--- config.mk ---
export PLATFORM = sky130hd
export DESIGN_NAME = rvn_divider
export DESIGN_NICKNAME = d
export VERILOG_FILES = /design/src/hw/rtl/rvn_pkg.sv /design/src/hw/rtl/rvn_divider.sv
export SDC_FILE = /design/constraint.sdc
export NUM_CORES = 1
export LEC_CHECK = 0
export BUFFER_PORTS_ARGS = -buffer_cell sky130_fd_sc_hd__buf_2
export CORE_MARGIN = 4
export CORE_UTILIZATION = 40
export DETAILED_ROUTE_END_ITERATION = 12
export PLACE_DENSITY = 0.6
export RECOVER_POWER = 50
export SETUP_SLACK_MARGIN = 0.15
export SLEW_MARGIN = 20
export SYNTH_ARGS = -nofsm -noshare
export SYNTH_HDL_FRONTEND = slang
export SYNTH_SLANG_ARGS = --single-unit
export TNS_END_PERCENT = 5
--- constraint.sdc ---
create_clock -name clk -period 4.1 [get_ports clk]
set_clock_uncertainty 0.2 [all_clocks]
set_input_delay 0.82 -clock clk [delete_from_list [all_inputs] [get_ports clk]]
set_output_delay 0.82 -clock clk [all_outputs]
set_load 0.02 [all_outputs]
--- src/hw/rtl/rvn_pkg.sv ---
// Shared types and constants for the RMS vector normaliser.
`default_nettype none
package rvn_pkg;

    localparam int VALUE_W  = 24;
    localparam int WEIGHT_W = 16;
    localparam int SUM_W    = 54;
    localparam int ROOT_W   = 32;
    localparam int EPS_W    = 32;
    localparam int RW_W     = 7;
    localparam int CFG_IDX_W = 2;
    localparam int CFG_DAT_W = 32;

    // Configuration register indexes
    localparam logic [CFG_IDX_W-1:0] CFG_ROW_WIDTH  = 2'd0;
    localparam logic [CFG_IDX_W-1:0] CFG_EPSILON    = 2'd1;
    localparam logic [CFG_IDX_W-1:0] CFG_USE_WEIGHT = 2'd2;

    localparam logic [RW_W-1:0]         ROW_WIDTH_RST = 7'd64;
    localparam logic [EPS_W-1:0]        EPSILON_RST   = 32'd4295;
    localparam logic signed [WEIGHT_W-1:0] GAIN_ONE   = 16'sd4096;

    localparam logic [SUM_W-1:0] SAT_POS = 54'd8388607;
    localparam logic [SUM_W-1:0] SAT_NEG = 54'd8388608;

    typedef enum logic [3:0] {
        ST_IDLE,
        ST_MEAN_GO,
        ST_MEAN,
        ST_SQRT,
        ST_READ,
        ST_FETCH,
        ST_DIV_GO,
        ST_DIV,
        ST_OUT
    } rvn_state_t;

    // Request to the shared divider
    typedef struct packed {
        logic             start;
        logic [SUM_W-1:0] dividend;
        logic [ROOT_W-1:0] divisor;
    } div_req_t;

    // Divider status
    typedef struct packed {
        logic             done;
        logic [SUM_W-1:0] quotient;
    } div_rsp_t;

endpackage
`default_nettype wire

--- src/hw/rtl/rvn_divider.sv ---
// Shared restoring divider, one quotient bit per cycle.
`default_nettype none
module rvn_divider
    import rvn_pkg::*;
(
    input  wire      clk,
    input  wire      rst_n,
    input  div_req_t req,
    output div_rsp_t rsp
);

    localparam int CNT_W = $clog2(SUM_W);

    logic              busy_reg;
    logic              done_reg;
    logic [CNT_W-1:0]  cnt_reg;
    logic [SUM_W-1:0]  dvd_reg;
    logic [SUM_W-1:0]  quo_reg;
    logic [ROOT_W-1:0] rem_reg;
    logic [ROOT_W-1:0] dsr_reg;

    logic [ROOT_W:0]   rem_sh;
    logic              fits;

    // One trial subtraction
    always_comb
    begin
        rem_sh = {rem_reg, dvd_reg[SUM_W-1]};
        fits   = rem_sh >= {1'b0, dsr_reg};
    end

    // Control
    always_ff @(posedge clk or negedge rst_n)
    begin
        if (!rst_n)
        begin
            busy_reg <= 1'b0;
            done_reg <= 1'b0;
            cnt_reg  <= '0;
        end
        else
        begin
            done_reg <= 1'b0;
            if (req.start)
            begin
                busy_reg <= 1'b1;
                cnt_reg  <= CNT_W'(SUM_W - 1);
            end
            else if (busy_reg)
            begin
                if (cnt_reg == '0)
                begin
                    busy_reg <= 1'b0;
                    done_reg <= 1'b1;
                end
                else
                begin
                    cnt_reg <= cnt_reg - 1'b1;
                end
            end
        end
    end

    // Datapath
    always_ff @(posedge clk)
    begin
        if (req.start)
        begin
            dvd_reg <= req.dividend;
            dsr_reg <= req.divisor;
            rem_reg <= '0;
            quo_reg <= '0;
        end
        else if (busy_reg)
        begin
            dvd_reg <= {dvd_reg[SUM_W-2:0], 1'b0};
            quo_reg <= {quo_reg[SUM_W-2:0], fits};
            rem_reg <= fits ? ROOT_W'(rem_sh - {1'b0, dsr_reg}) : rem_sh[ROOT_W-1:0];
        end
    end

    assign rsp.done     = done_reg;
    assign rsp.quotient = quo_reg;

`ifndef SYNTHESIS
    a_no_restart: assert property (@(posedge clk) disable iff (!rst_n)
        req.start |-> !busy_reg)
        else $error("divider restarted while busy");
    a_done_after_busy: assert property (@(posedge clk) disable iff (!rst_n)
        done_reg |-> $past(busy_reg))
        else $error("divider done without a run");
    a_done_pulse: assert property (@(posedge clk) disable iff (!rst_n)
        done_reg |=> !done_reg)
        else $error("divider done held");
`endif

endmodule
`default_nettype wire

-- Yosys cells after proc, flatten, opt, wreduce, memory -nomap -nowiden
Cells that the tools add are included.
- bits in registers: 180
- output and inout port bits: 55
- muxes and demuxes: 12
- add/subtract/negate cells: 2
- reduce and logical (&&, ||, !) cells: 3
- order comparisons: 1
- eq/ne operators: 1
- operator list (operator ; number):
    54-bit two-way mux ; 2
    33-bit by 32-bit >= comparator with 1-bit output ; 1
    32-bit two-way mux ; 1
    32-bit subtractor ; 1
    6-bit two-way mux ; 3
    6-bit logical NOT ; 1
    1-bit two-way mux ; 6
    6-bit by 1-bit subtractor with 6-bit output, second input constant ; 1
    2-bit inequality test, second input constant ; 1
    2-bit AND reduction ; 1
    2-bit nonzero test ; 1

-- Longest topological paths before layout
Gate-level depths: netlist (run 1).
- depth after elaboration: 4
- gate-level depth with buffers: 12
- mapped depth without buffers: 11

-- Least setup slack after synthesis (run 1)
OpenSTA, ideal clock, no wires.
- kind: input to register
- start: input port req[86] (netlist bit)
- end: register cnt_reg[5]
- data required time: 3.776 ns
- setup time: 0.124 ns
- stages on the path: 8
- arrival: 3.402 ns
- slack: 0.374 ns
- cell sequence: clkbuf_1 -> nor2_1 -> inv_1 -> and2_1 -> clkbuf_1 -> nor4b_1 -> and3_1 -> o21bai_1
- longest elaborated chain between the ends: 2
- elaborated cells on any way between the ends: 4
- those cells by class: 1 x eq/ne; 1 x mux; 2 x reduce/logical
- ends and longest elaborated chain (what ; line ; RTL):
    from (decl) ; rvn_divider.sv:8 ; input div_req_t req,
    2-bit inequality test (no line) or 2-bit nonzero test (tied branches) ; - ;
    2-bit AND reduction (no line) ; - ;
    to (signal assigned) ; rvn_divider.sv:47 ; cnt_reg <= CNT_W'(SUM_W - 1);
    to (signal assigned) ; rvn_divider.sv:58 ; cnt_reg <= cnt_reg - 1'b1;
    to (decl) ; rvn_divider.sv:16 ; logic [CNT_W-1:0] cnt_reg;
Several ways; a longest one is shown, not always the timed one.
A chain may end at the register's enable or synchronous reset.

-- Final worst setup path (run 1)
- start: register rem_reg[25]
- end: register rem_reg[10]
- longest elaborated chain between the ends: 2
- ends and longest elaborated chain (what ; line ; RTL):
    from (decl) ; rvn_divider.sv:19 ; logic [ROOT_W-1:0] rem_reg;
    from (signal assigned) ; rvn_divider.sv:78 ; rem_reg <= fits ? ROOT_W'(rem_sh - {1'b0, dsr_reg}) : rem_sh[ROOT_W-1:0];
    33-bit by 32-bit >= comparator with 1-bit output ; rvn_divider.sv:29 ; fits = rem_sh >= {1'b0, dsr_reg};
    32-bit two-way mux ; rvn_divider.sv:78 ;
No other way between the ends.

==> results.sh, run 1 <==
export IMPL_htree_levels=4
export IMPL_setup_tns_ns=0
export IMPL_r2r_cells=10
export IMPL_cts_sinks=180
export IMPL_num_rows=54
export IMPL_n_fill_cell=2113
export IMPL_dp_hpwl_um=13410
export IMPL_ioPinCount=144
export IMPL_cp_start_kind="flop"
export IMPL_top_layer="met5"
export IMPL_vias_per_cell=5.115
export IMPL_initial_core_util_pct=40.73
export IMPL_drc=0
export IMPL_path_buf_inv=1
export IMPL_cts_root_buf="clkbuf_16"
export IMPL_setup_violations=0
export IMPL_drv_slew=114
export IMPL_critPathLaunch="rem_reg[25]"
export IMPL_ys_flop_type="edfxtp_1"
export IMPL_wl_per_cell_um=15.57
export IMPL_period_needed_ns=3.267
export IMPL_synthesis_area_mm2=0.008889
export IMPL_io_buffers=143
export IMPL_slowest_delay_ns=0.50
export IMPL_reg2reg_from="rem_reg[25]"
export IMPL_crit_chain="ha_1 > a21o_2 > a21o_1 > a21oi_2 > o211ai_1 > a2111o_1 > a21oi_4 > buf_4 > nand2_1 > a311oi_2"
export IMPL_endpoint_kind="flop"
export IMPL_cts_buffer_depth=2
export IMPL_cap_violations=1
export IMPL_hold_buffers=0
export IMPL_final_util_pct=47.48
export IMPL_cts_tree="built"
export IMPL_wl_met1_um=8856
export IMPL_status="finished, violations left"
export IMPL_synthCells=820
export IMPL_syn_mean_instance_area_um2=10.84
export IMPL_crit_required_ns=4.22
export IMPL_drive_gt1_share_pct=21.96
export IMPL_cp_depth=10
export IMPL_static_leakage_power_nw=4.606
export IMPL_finalHoldWorstSlack_ns=0.1076
export IMPL_power_per_cell_area_mw_per_mm2=556.6
export IMPL_synth_cell_types=69
export IMPL_rsz0062_at_grt="no"
export IMPL_cts_repair_resized=0
export IMPL_grt_use_total_pct=15.82
export IMPL_antenna_found_initial=2
export IMPL_async_reset_ff_share_pct=4.444
export IMPL_crit_fanout=14
export IMPL_period_share_pct=79.69
export IMPL_synth_edff_count=86
export IMPL_clk_insertion_delay_late_ns=0.43
export IMPL_wl_um=19340
export IMPL_nets=1072
export IMPL_finalHoldViolCount=0
export IMPL_grt_pass1_wl_um=31460
export IMPL_power_total_mw=5.768
export IMPL_first_pass_iters=4
export IMPL_synth_seq_cells=180
export IMPL_yosys_warnings=0
export IMPL_gp_congestion=0.8212
export IMPL_post_cts_buffers=0
export IMPL_violations="max-capacitance violations, max-slew violations"
export IMPL_place_ws_ns=0.8948
export IMPL_reg2reg_setup_slack_ns=0.83
export IMPL_cts_buffers=17
export IMPL_slew_limit_headroom_pct=-1.756
export IMPL_slowest_stage="a2111o_1"
export IMPL_grt_max_degree=114
export IMPL_yosysSeqAreaShare_pct=50.68
export IMPL_met2WireLength_um=9032
export IMPL_die_height_um=157.1
export IMPL_syn_nets=944
export IMPL_wl_met3_um=1266
export IMPL_max_vdd_ir_drop_v=0.0003216
export IMPL_hold_path_class="primary input to asynchronous set/reset pin"
export IMPL_drtAntennaViolNets=0
export IMPL_routed_via_count=6353
export IMPL_clock_fmax_mhz=306.1
export IMPL_cp_top_family="compound AO/OA/AOI/OAI gates"
export IMPL_grt_ovfl_total=0
export IMPL_drt_iter0_markers=375
export IMPL_tightest_slew_ns=1.526
export IMPL_arrival_ns=3.39
export IMPL_setup_slack_ns=0.8326
export IMPL_grt_pass1_vias=6186
export IMPL_areaGrowthSynthToFinish_pct=16.58
export IMPL_dieArea_mm2=0.02467
export IMPL_endpoint="rem_reg[10]"
export IMPL_path_class="flop to flop"
export IMPL_multi_input_area_mm2=0.004033
export IMPL_coreArea_mm2=0.02182
export IMPL_clkTransAtPathRegs_ns=0.07
export IMPL_seqCellArea_mm2=0.004508
export IMPL_die_w_um=157.1
export IMPL_timing_rr_end="rem_reg[10]"
==> cell usage after synthesis (all sizes together) (3+ instances only) <==
cell | n | area (µm²)
or3 | 3 | 20.02
dfrtp | 8 | 200.2
o21a | 5 | 37.54
a21oi | 33 | 180.2
ha | 34 | 425.4
xnor2 | 14 | 122.6
nand4 | 4 | 25.02
xor2 | 8 | 70.07
inv | 46 | 172.7
mux2i | 54 | 540.5
nor2 | 108 | 405.4
a211o | 5 | 45.04
a22oi | 5 | 37.54
edfxtp | 86 | 2582
nand2 | 78 | 295.3
nor4b | 4 | 50.05
o211ai | 4 | 30.03
a21o | 14 | 107.6
and2 | 5 | 31.28
nand2b | 4 | 25.02
a211oi | 9 | 87.59
o21ai | 16 | 80.08
dfxtp | 86 | 1722
clkbuf | 27 | 101.4
nor3 | 9 | 45.04
o21bai | 5 | 41.29
nand3 | 17 | 85.08
and4 | 3 | 26.28
a31oi | 4 | 25.02
and3 | 7 | 43.79
a311oi | 21 | 302.8
o31a | 3 | 27.53
buf | 13 | 77.58
mux2 | 54 | 608.1
a21boi | 3 | 22.52
==> cell usage in the layout, fill, tap and decap left out, types with 14 or more instances in the layout <==
cell type	n
clkbuf_1	60
ha_1	34
a21oi_1	31
dfxtp_1	86
o21ai_0	14
inv_1	45
buf_2	82
nand3_1	17
edfxtp_1	86
nand2_1	77
mux2_2	54
a311oi_2	19
nor2_1	108
clkbuf_16	17
xnor2_1	14
mux2i_1	54
==> routing by layer <==
metal / vias up / GRT usage (%)
met5: - / 0
met4: 4 / 3.810
met3: 16 / 5.609
met2: 122 / 25.12
met1: 3012 / 20.87
li1: 3199 / -
==> how the worst min path moves through the flow <==
stage | startpoint | end | slack, ns
final | rst_n | cnt_reg[5] | 0.11
after global routing | rst_n | cnt_reg[5] | 0.12
after CTS | rst_n | cnt_reg[4] | 0.002
after global placement | quo_reg[53] | quo_reg[53] | 0.28
after floorplan | rem_reg[19] | rem_reg[19] | 0.27
after detailed placement | quo_reg[53] | quo_reg[53] | 0.29
==> power by group <==
part           total [mW]  switching, mW  leakage, nW  internal (mW)
registers            2.26          0.146         1.67           2.12
logic                1.85           1.06         2.64          0.786
clock network        1.65          0.828        0.294          0.827
==> metrics by stage <==
stage | cells | cell area [µm²]
2_1_floorplan | 820 | 8889
3_3_place_gp | 1209 | 9843
3_5_place_dp | 1209 | 9843
4_1_cts | 1241 | 10450
5_1_grt | 1241 | 10360
6_report | 1242 | 10360
==> cell type report <==
| type | instances | share of cell area, % |
|---|---|---|
| Sequential cell | 180 | 43.50 |
| Multi-Input combinational cell | 554 | 38.92 |
| Timing Repair Buffer | 149 | 6.653 |
| Clock buffer | 17 | 4.105 |
| Tap cell | 280 | 3.381 |
| Clock inverter | 15 | 1.751 |
| Inverter | 46 | 1.666 |
| Antenna cell | 1 | 0.02415 |
==> cell families after synthesis <==
logic type / Yosys count / synth area share [%]
flip-flops: 180 / 50.68
multiplexers: 108 / 12.92
XOR/XNOR: 22 / 2.168
buffers and inverters: 86 / 3.956
adder cells (fa/ha/maj): 35 / 5.011
AND/OR/NAND/NOR: 251 / 12.65
AO/OA/AOI/OAI: 138 / 12.61
No activity file was read; power rests on OpenSTA's default activity.
==> run 2: changes to the inputs <==
clock period = 3.16 ns   (was 4.1 ns; I/O delays follow)
==> run 2 against run 1 <==
  * The run still ends with max-capacitance violations, max-slew violations left
  * Count of clock-buffer cells in the layout stayed put
  * Global-route usage is 0.15 points higher
  * Total power is 36% higher
  * Core utilization is 1.9 points higher
  * Combinational power is 50% higher
  * Critical path depth stayed put
  * Final cell count is 2.5% higher
  * Routed wire length is 1.1% higher
  * Clock power is 30% higher
==> results.sh, run 2 (same netlist as run 1, synthesis figures left out) <==
export IMPL_vias_per_cell=5.061
export IMPL_cap_violations=1
export IMPL_status="finished, violations left"
export IMPL_grt_use_total_pct=15.97
export IMPL_dieArea_mm2=0.02467
export IMPL_power_per_cell_area_mw_per_mm2=729.7
export IMPL_static_leakage_power_nw=4.866
export IMPL_die_height_um=157.1
export IMPL_seqCellArea_mm2=0.004508
export IMPL_crit_fanout=5
export IMPL_hold_path_class="primary input to flop"
export IMPL_p_seq_share_pct=37.4
export IMPL_intPower_mw=5.101
export IMPL_clk_insertion_delay_late_ns=0.43
export IMPL_drt_iter0_markers=303
export IMPL_period_share_pct=93.36
export IMPL_num_rows=54
export IMPL_crit_required_ns=3.29
export IMPL_rsz0062_at_grt="yes"
export IMPL_finalHoldViolCount=0
export IMPL_grt_pass1_vias=6352
export IMPL_wl_um=19540
export IMPL_dp_cells=1234
export IMPL_coreArea_mm2=0.02182
export IMPL_grt_ovfl_total=0
export IMPL_clock_fmax_mhz=339.0
export IMPL_initial_core_util_pct=40.73
export IMPL_layout_common_cells="106 x nor2_1, 104 x buf_2, 86 x edfxtp_1, 86 x dfxtp_1, 77 x nand2_1"
export IMPL_period_needed_ns=2.950
export IMPL_nets=1103
export IMPL_cp_start_kind="flop"
export IMPL_power_switching_mw=2.757
export IMPL_wl_per_cell_um=15.35
export IMPL_drtAntennaViolNets=0
export IMPL_clockPowerShare_pct=27.2
export IMPL_antenna_found_initial=2
export IMPL_die_w_um=157.1
export IMPL_path_class="flop to flop"
export IMPL_first_pass_iters=4
export IMPL_drv_slew=108
export IMPL_clkTransAtPathRegs_ns=0.08
export IMPL_drive_gt1_share_pct=28.13
export IMPL_gp_congestion=0.8194
export IMPL_endpoint_kind="flop"
export IMPL_cts_root_buf="clkbuf_16"
export IMPL_power_total_mw=7.858
export IMPL_cts_buffers=17
export IMPL_io_buffers=143
export IMPL_setup_violations=0
export IMPL_arrival_ns=3.08
export IMPL_htree_levels=4
export IMPL_areaGrowthSynthToFinish_pct=21.14
export IMPL_tightest_slew_ns=1.651
export IMPL_max_vdd_ir_drop_v=0.0003663
export IMPL_finalHoldWorstSlack_ns=0.1709
export IMPL_cts_buffer_depth=2
export IMPL_cts_sinks=180
export IMPL_layout_commonest_cell="nor2_1"
export IMPL_p_comb_share_pct=35.4
export IMPL_grt_pass1_wl_um=32090
export IMPL_slew_limit_headroom_pct=-10.08
export IMPL_routed_via_count=6443
export IMPL_switching_share_pct=35.08
export IMPL_grt_max_degree=108
export IMPL_violations="max-capacitance violations, max-slew violations"
export IMPL_ioPinCount=144
export IMPL_n_fill_cell=2056
export IMPL_dp_hpwl_um=13450
export IMPL_drc=0
export IMPL_stdcell_count=1273
export IMPL_multi_input_area_mm2=0.004148
export IMPL_cts_tree="built"
export IMPL_setup_tns_ns=0
run 2: per-stage QoR:
step	utilization, %	setup slack [ns]	instance area (µm²)
2_1_floorplan	-	0.1686	8900
3_3_place_gp	46.13	0.1888	10070
3_5_place_dp	46.13	0.1129	10070
4_1_cts	48.99	0.1004	10690
5_1_grt	49.33	0.08874	10770
6_report	49.34	0.2099	10770
run 2: path summary, 6_finish.rpt:
kind / startpoint / end / slack [ns] / depth (start not counted)
min in group asynchronous: rst_n / cnt_reg[2] / 0.47 / 2
max in group asynchronous: rst_n / busy_reg / 1.93 / 2
worst max-delay path: dsr_reg[20] / rem_reg[0] / 0.21 / 10
worst min register to register: rem_reg[19] / rem_reg[19] / 0.30 / 2
worst min-delay path: req[25] / dsr_reg[25] / 0.17 / 1
worst max register to register: dsr_reg[20] / rem_reg[0] / 0.21 / 10
run 2: cell type report:
cell class | instances | area share, %
diodes | 1 | 0.02324
clock buffers | 17 | 3.951
clock inverters | 15 | 1.696
inverters | 46 | 1.638
multi-input cells | 554 | 38.52
flip-flops and latches | 180 | 41.87
well taps | 280 | 3.254
repair buffers | 180 | 9.052
run 2: worst max-delay path, stage by stage (launching register included):
cell and delay (ns):
edfxtp_1 0.32, inv_1 0.04, ha_1 0.34, and4_1 0.24, and2_1 0.20, nand4_1 0.13
o211ai_1 0.11, a2111o_1 0.48, a21oi_4 0.22, mux2_2 0.36, a211oi_1 0.21
run 2: power groups by stage:
stage               combinational (mW)  clock (mW)  sequential (mW)
floorplan                         1.92           0             2.94
global placement                  2.60           0             2.98
detailed placement                2.61           0             2.98
CTS                               2.64        2.22             2.93
global route                      3.08        2.30             2.97
finish                            2.78        2.14             2.94
run 2: timing repair:
action                                  4_1_cts  5_1_grt
pin swaps                                     0       12
buffers inserted                              0        5
endpoints found under the setup margin       19       33
gates resized for setup                       1       23
hold endpoints to repair                      8        0
hold buffers                                  1        0
run 2: routing by layer:
layer	global-route usage [%]	up-vias	part of all wire, %
li1	-	3269	-
met1	21.42	3023	47
met2	25.78	123	47
met3	4.427	24	5.1
met4	4.015	4	1.1
met5	0	-	0.14
==> run 3: changes to the inputs <==
CORE_MARGIN = 2   (was 4)
MAX_ROUTING_LAYER = met4   (was unset)
==> run 3 against run 2 <==
  * Register-to-register slack about the same
  * Design area decreased by 0.14%
  * Maximum frequency decreased by 0.35%
  * Global-route usage increased by 1.3 points
  * Die area decreased by 5.0%
  * Sequential share of layout area increased by 0.058 points
  * Total power decreased by 0.62%
  * Worst setup slack got worse by 0.010 ns
  * The run now ends clean
  * Final cell count decreased by 0.16%
  * Via count decreased by 0.37%
==> results.sh, run 3 (same netlist as run 1, synthesis figures left out) <==
export IMPL_cts_buffers=17
export IMPL_path_class="flop to flop"
export IMPL_static_leakage_power_nw=5.012
export IMPL_drv_slew=0
export IMPL_drt_iter0_markers=378
export IMPL_arrival_ns=3.10
export IMPL_crit_required_ns=3.30
export IMPL_wl_um=19380
export IMPL_vias_per_cell=5.050
export IMPL_drive_gt1_share_pct=31.04
export IMPL_slew_limit_headroom_pct=22.47
export IMPL_crit_fanout=4
export IMPL_cp_top_family="compound AO/OA/AOI/OAI gates"
export IMPL_layout_commonest_cell="buf_2"
export IMPL_stdcell_count=1271
export IMPL_antenna_found_initial=2
export IMPL_finalHoldWorstSlack_ns=0.1599
export IMPL_cts_root_buf="clkbuf_16"
export IMPL_crit_chain="inv_1 > ha_1 > a21o_2 > a21o_1 > a21oi_2 > o211ai_1 > a2111o_1 > buf_4 > a211o_1 > o31a_2 > a211oi_1"
export IMPL_max_vdd_ir_drop_v=0.0003372
export IMPL_dp_cells=1235
export IMPL_setup_tns_ns=0
export IMPL_slowest_delay_ns=0.47
export IMPL_grt_use_total_pct=17.29
export IMPL_worst_hold_path_num_cells=1
export IMPL_hold_end="dsr_reg[31]"
export IMPL_fin_area_mm2=0.01075
export IMPL_routed_via_count=6419
export IMPL_cts_buffer_depth=2
export IMPL_timing_rr_end="rem_reg[16]"
export IMPL_layout_common_cells="138 x buf_2, 106 x nor2_1, 86 x edfxtp_1, 86 x dfxtp_1, 77 x nand2_1"
export IMPL_areaGrowthSynthToFinish_pct=20.97
export IMPL_clock_fmax_mhz=337.8
export IMPL_die_height_um=153.1
export IMPL_power_per_cell_area_mw_per_mm2=726.3
export IMPL_status="complete, no violations"
export IMPL_r2r_cells=11
export IMPL_cts_sinks=180
export IMPL_hp_start="req[31]"
export IMPL_finalHoldViolCount=0
export IMPL_wl_per_cell_um=15.25
export IMPL_clkTransAtPathRegs_ns=0.08
export IMPL_reg2reg_setup_slack_ns=0.20
export IMPL_path_buf_inv=2
export IMPL_first_pass_iters=4
export IMPL_grt_max_degree=101
export IMPL_rsz0062_at_grt="yes"
export IMPL_drtAntennaViolNets=0
export IMPL_num_rows=54
export IMPL_dieArea_mm2=0.02343
export IMPL_ioPinCount=144
export IMPL_drc=0
export IMPL_period_share_pct=93.68
export IMPL_grt_ovfl_total=0
export IMPL_gp_congestion=0.8283
export IMPL_hold_path_class="primary input to flop"
export IMPL_period_needed_ns=2.960
export IMPL_reg2reg_from="dsr_reg[26]"
export IMPL_setup_violations=0
export IMPL_cts_tree="built"
export IMPL_initial_core_util_pct=40.73
export IMPL_tightest_slew_ns=1.163
export IMPL_grt_pass1_wl_um=32050
export IMPL_io_buffers=143
export IMPL_grt_pass1_vias=6341
export IMPL_cap_violations=0
export IMPL_nets=1100
export IMPL_dp_hpwl_um=13350
export IMPL_coreArea_mm2=0.02182
export IMPL_die_w_um=153.1
export IMPL_slowest_stage="a2111o_1"
export IMPL_clk_insertion_delay_late_ns=0.44
export IMPL_endpoint_kind="flop"
export IMPL_cp_start_kind="flop"
export IMPL_place_area_mm2=0.01007
export IMPL_htree_levels=4
-- run 3: changes by cell type in the layout (fill, tap and decap cells not counted), moves of 3 or more --
cell,delta
buf_2,+34
buf_4,-4
clkbuf_1,-33
ha_4,-3
-- run 3: worst max path at each step --
stage	start	endpoint	depth (start not counted)
CTS	dsr_reg[4]	rem_reg[0]	10
global route	dsr_reg[26]	rem_reg[9]	12
finish	dsr_reg[26]	rem_reg[16]	11
detailed placement	dsr_reg[4]	rem_reg[24]	10
global placement	dsr_reg[6]	rem_reg[11]	10
floorplan	req[86]	cnt_reg[5]	8
-- run 3: per-stage QoR --
step | total power, mW | utilization (%) | worst slack (ns)
after floorplan | 4.858 | - | 0.1686
after global placement | 5.594 | 46.16 | 0.1784
after detailed placement | 5.594 | 46.16 | 0.07097
after CTS | 7.802 | 49.05 | 0.1153
after global routing | 8.295 | 49.27 | 0.07814
final | 7.809 | 49.27 | 0.1997
-- run 3: layer usage --
| metal | vias to the layer above | global-route usage, % | part of all wire (%) |
|---|---|---|---|
| met1 | 3007 | 22.49 | 48 |
| met5 | - | - | 0 |
| li1 | 3262 | - | - |
| met4 | 0 | 3.836 | 0.78 |
| met2 | 135 | 27.06 | 46 |
| met3 | 15 | 4.792 | 5.2 |
-- run 3: layout make-up --
cell class                 count  area (µm²)
fill                        2044       11070
clock buffer                  17       425.4
multi-input combinational    554        4116
timing repair buffer         177       991.0
inverter                      46       176.4
clock inverter                15       180.2
sequential                   180        4508
tap                          280       350.3
antenna                        2       5.005
-- run 3: worst register-to-register path: stages, from the launching register on --
cell and delay [ns]:
edfxtp_1 0.37, inv_1 0.06, ha_1 0.23, a21o_2 0.24, a21o_1 0.19, a21oi_2 0.20, o211ai_1 0.11, a2111o_1 0.47
buf_4 0.17, a211o_1 0.29, o31a_2 0.12, a211oi_1 0.21
-- run 3: where the power goes --
group,internal (mW),switching [mW],total (mW)
clock,1.07,1.08,2.15
combinational,1.24,1.49,2.73
sequential,2.75,0.186,2.93
total,5.06,2.75,7.81
-- run 3: what timing repair did --
item | CTS | global route
hold buffers | 1 | 0
setup endpoints to repair | 25 | 32
pin swaps | 0 | 2
endpoints found under the hold margin | 8 | 0
resized for setup | 3 | 17
buffers inserted | 0 | 1
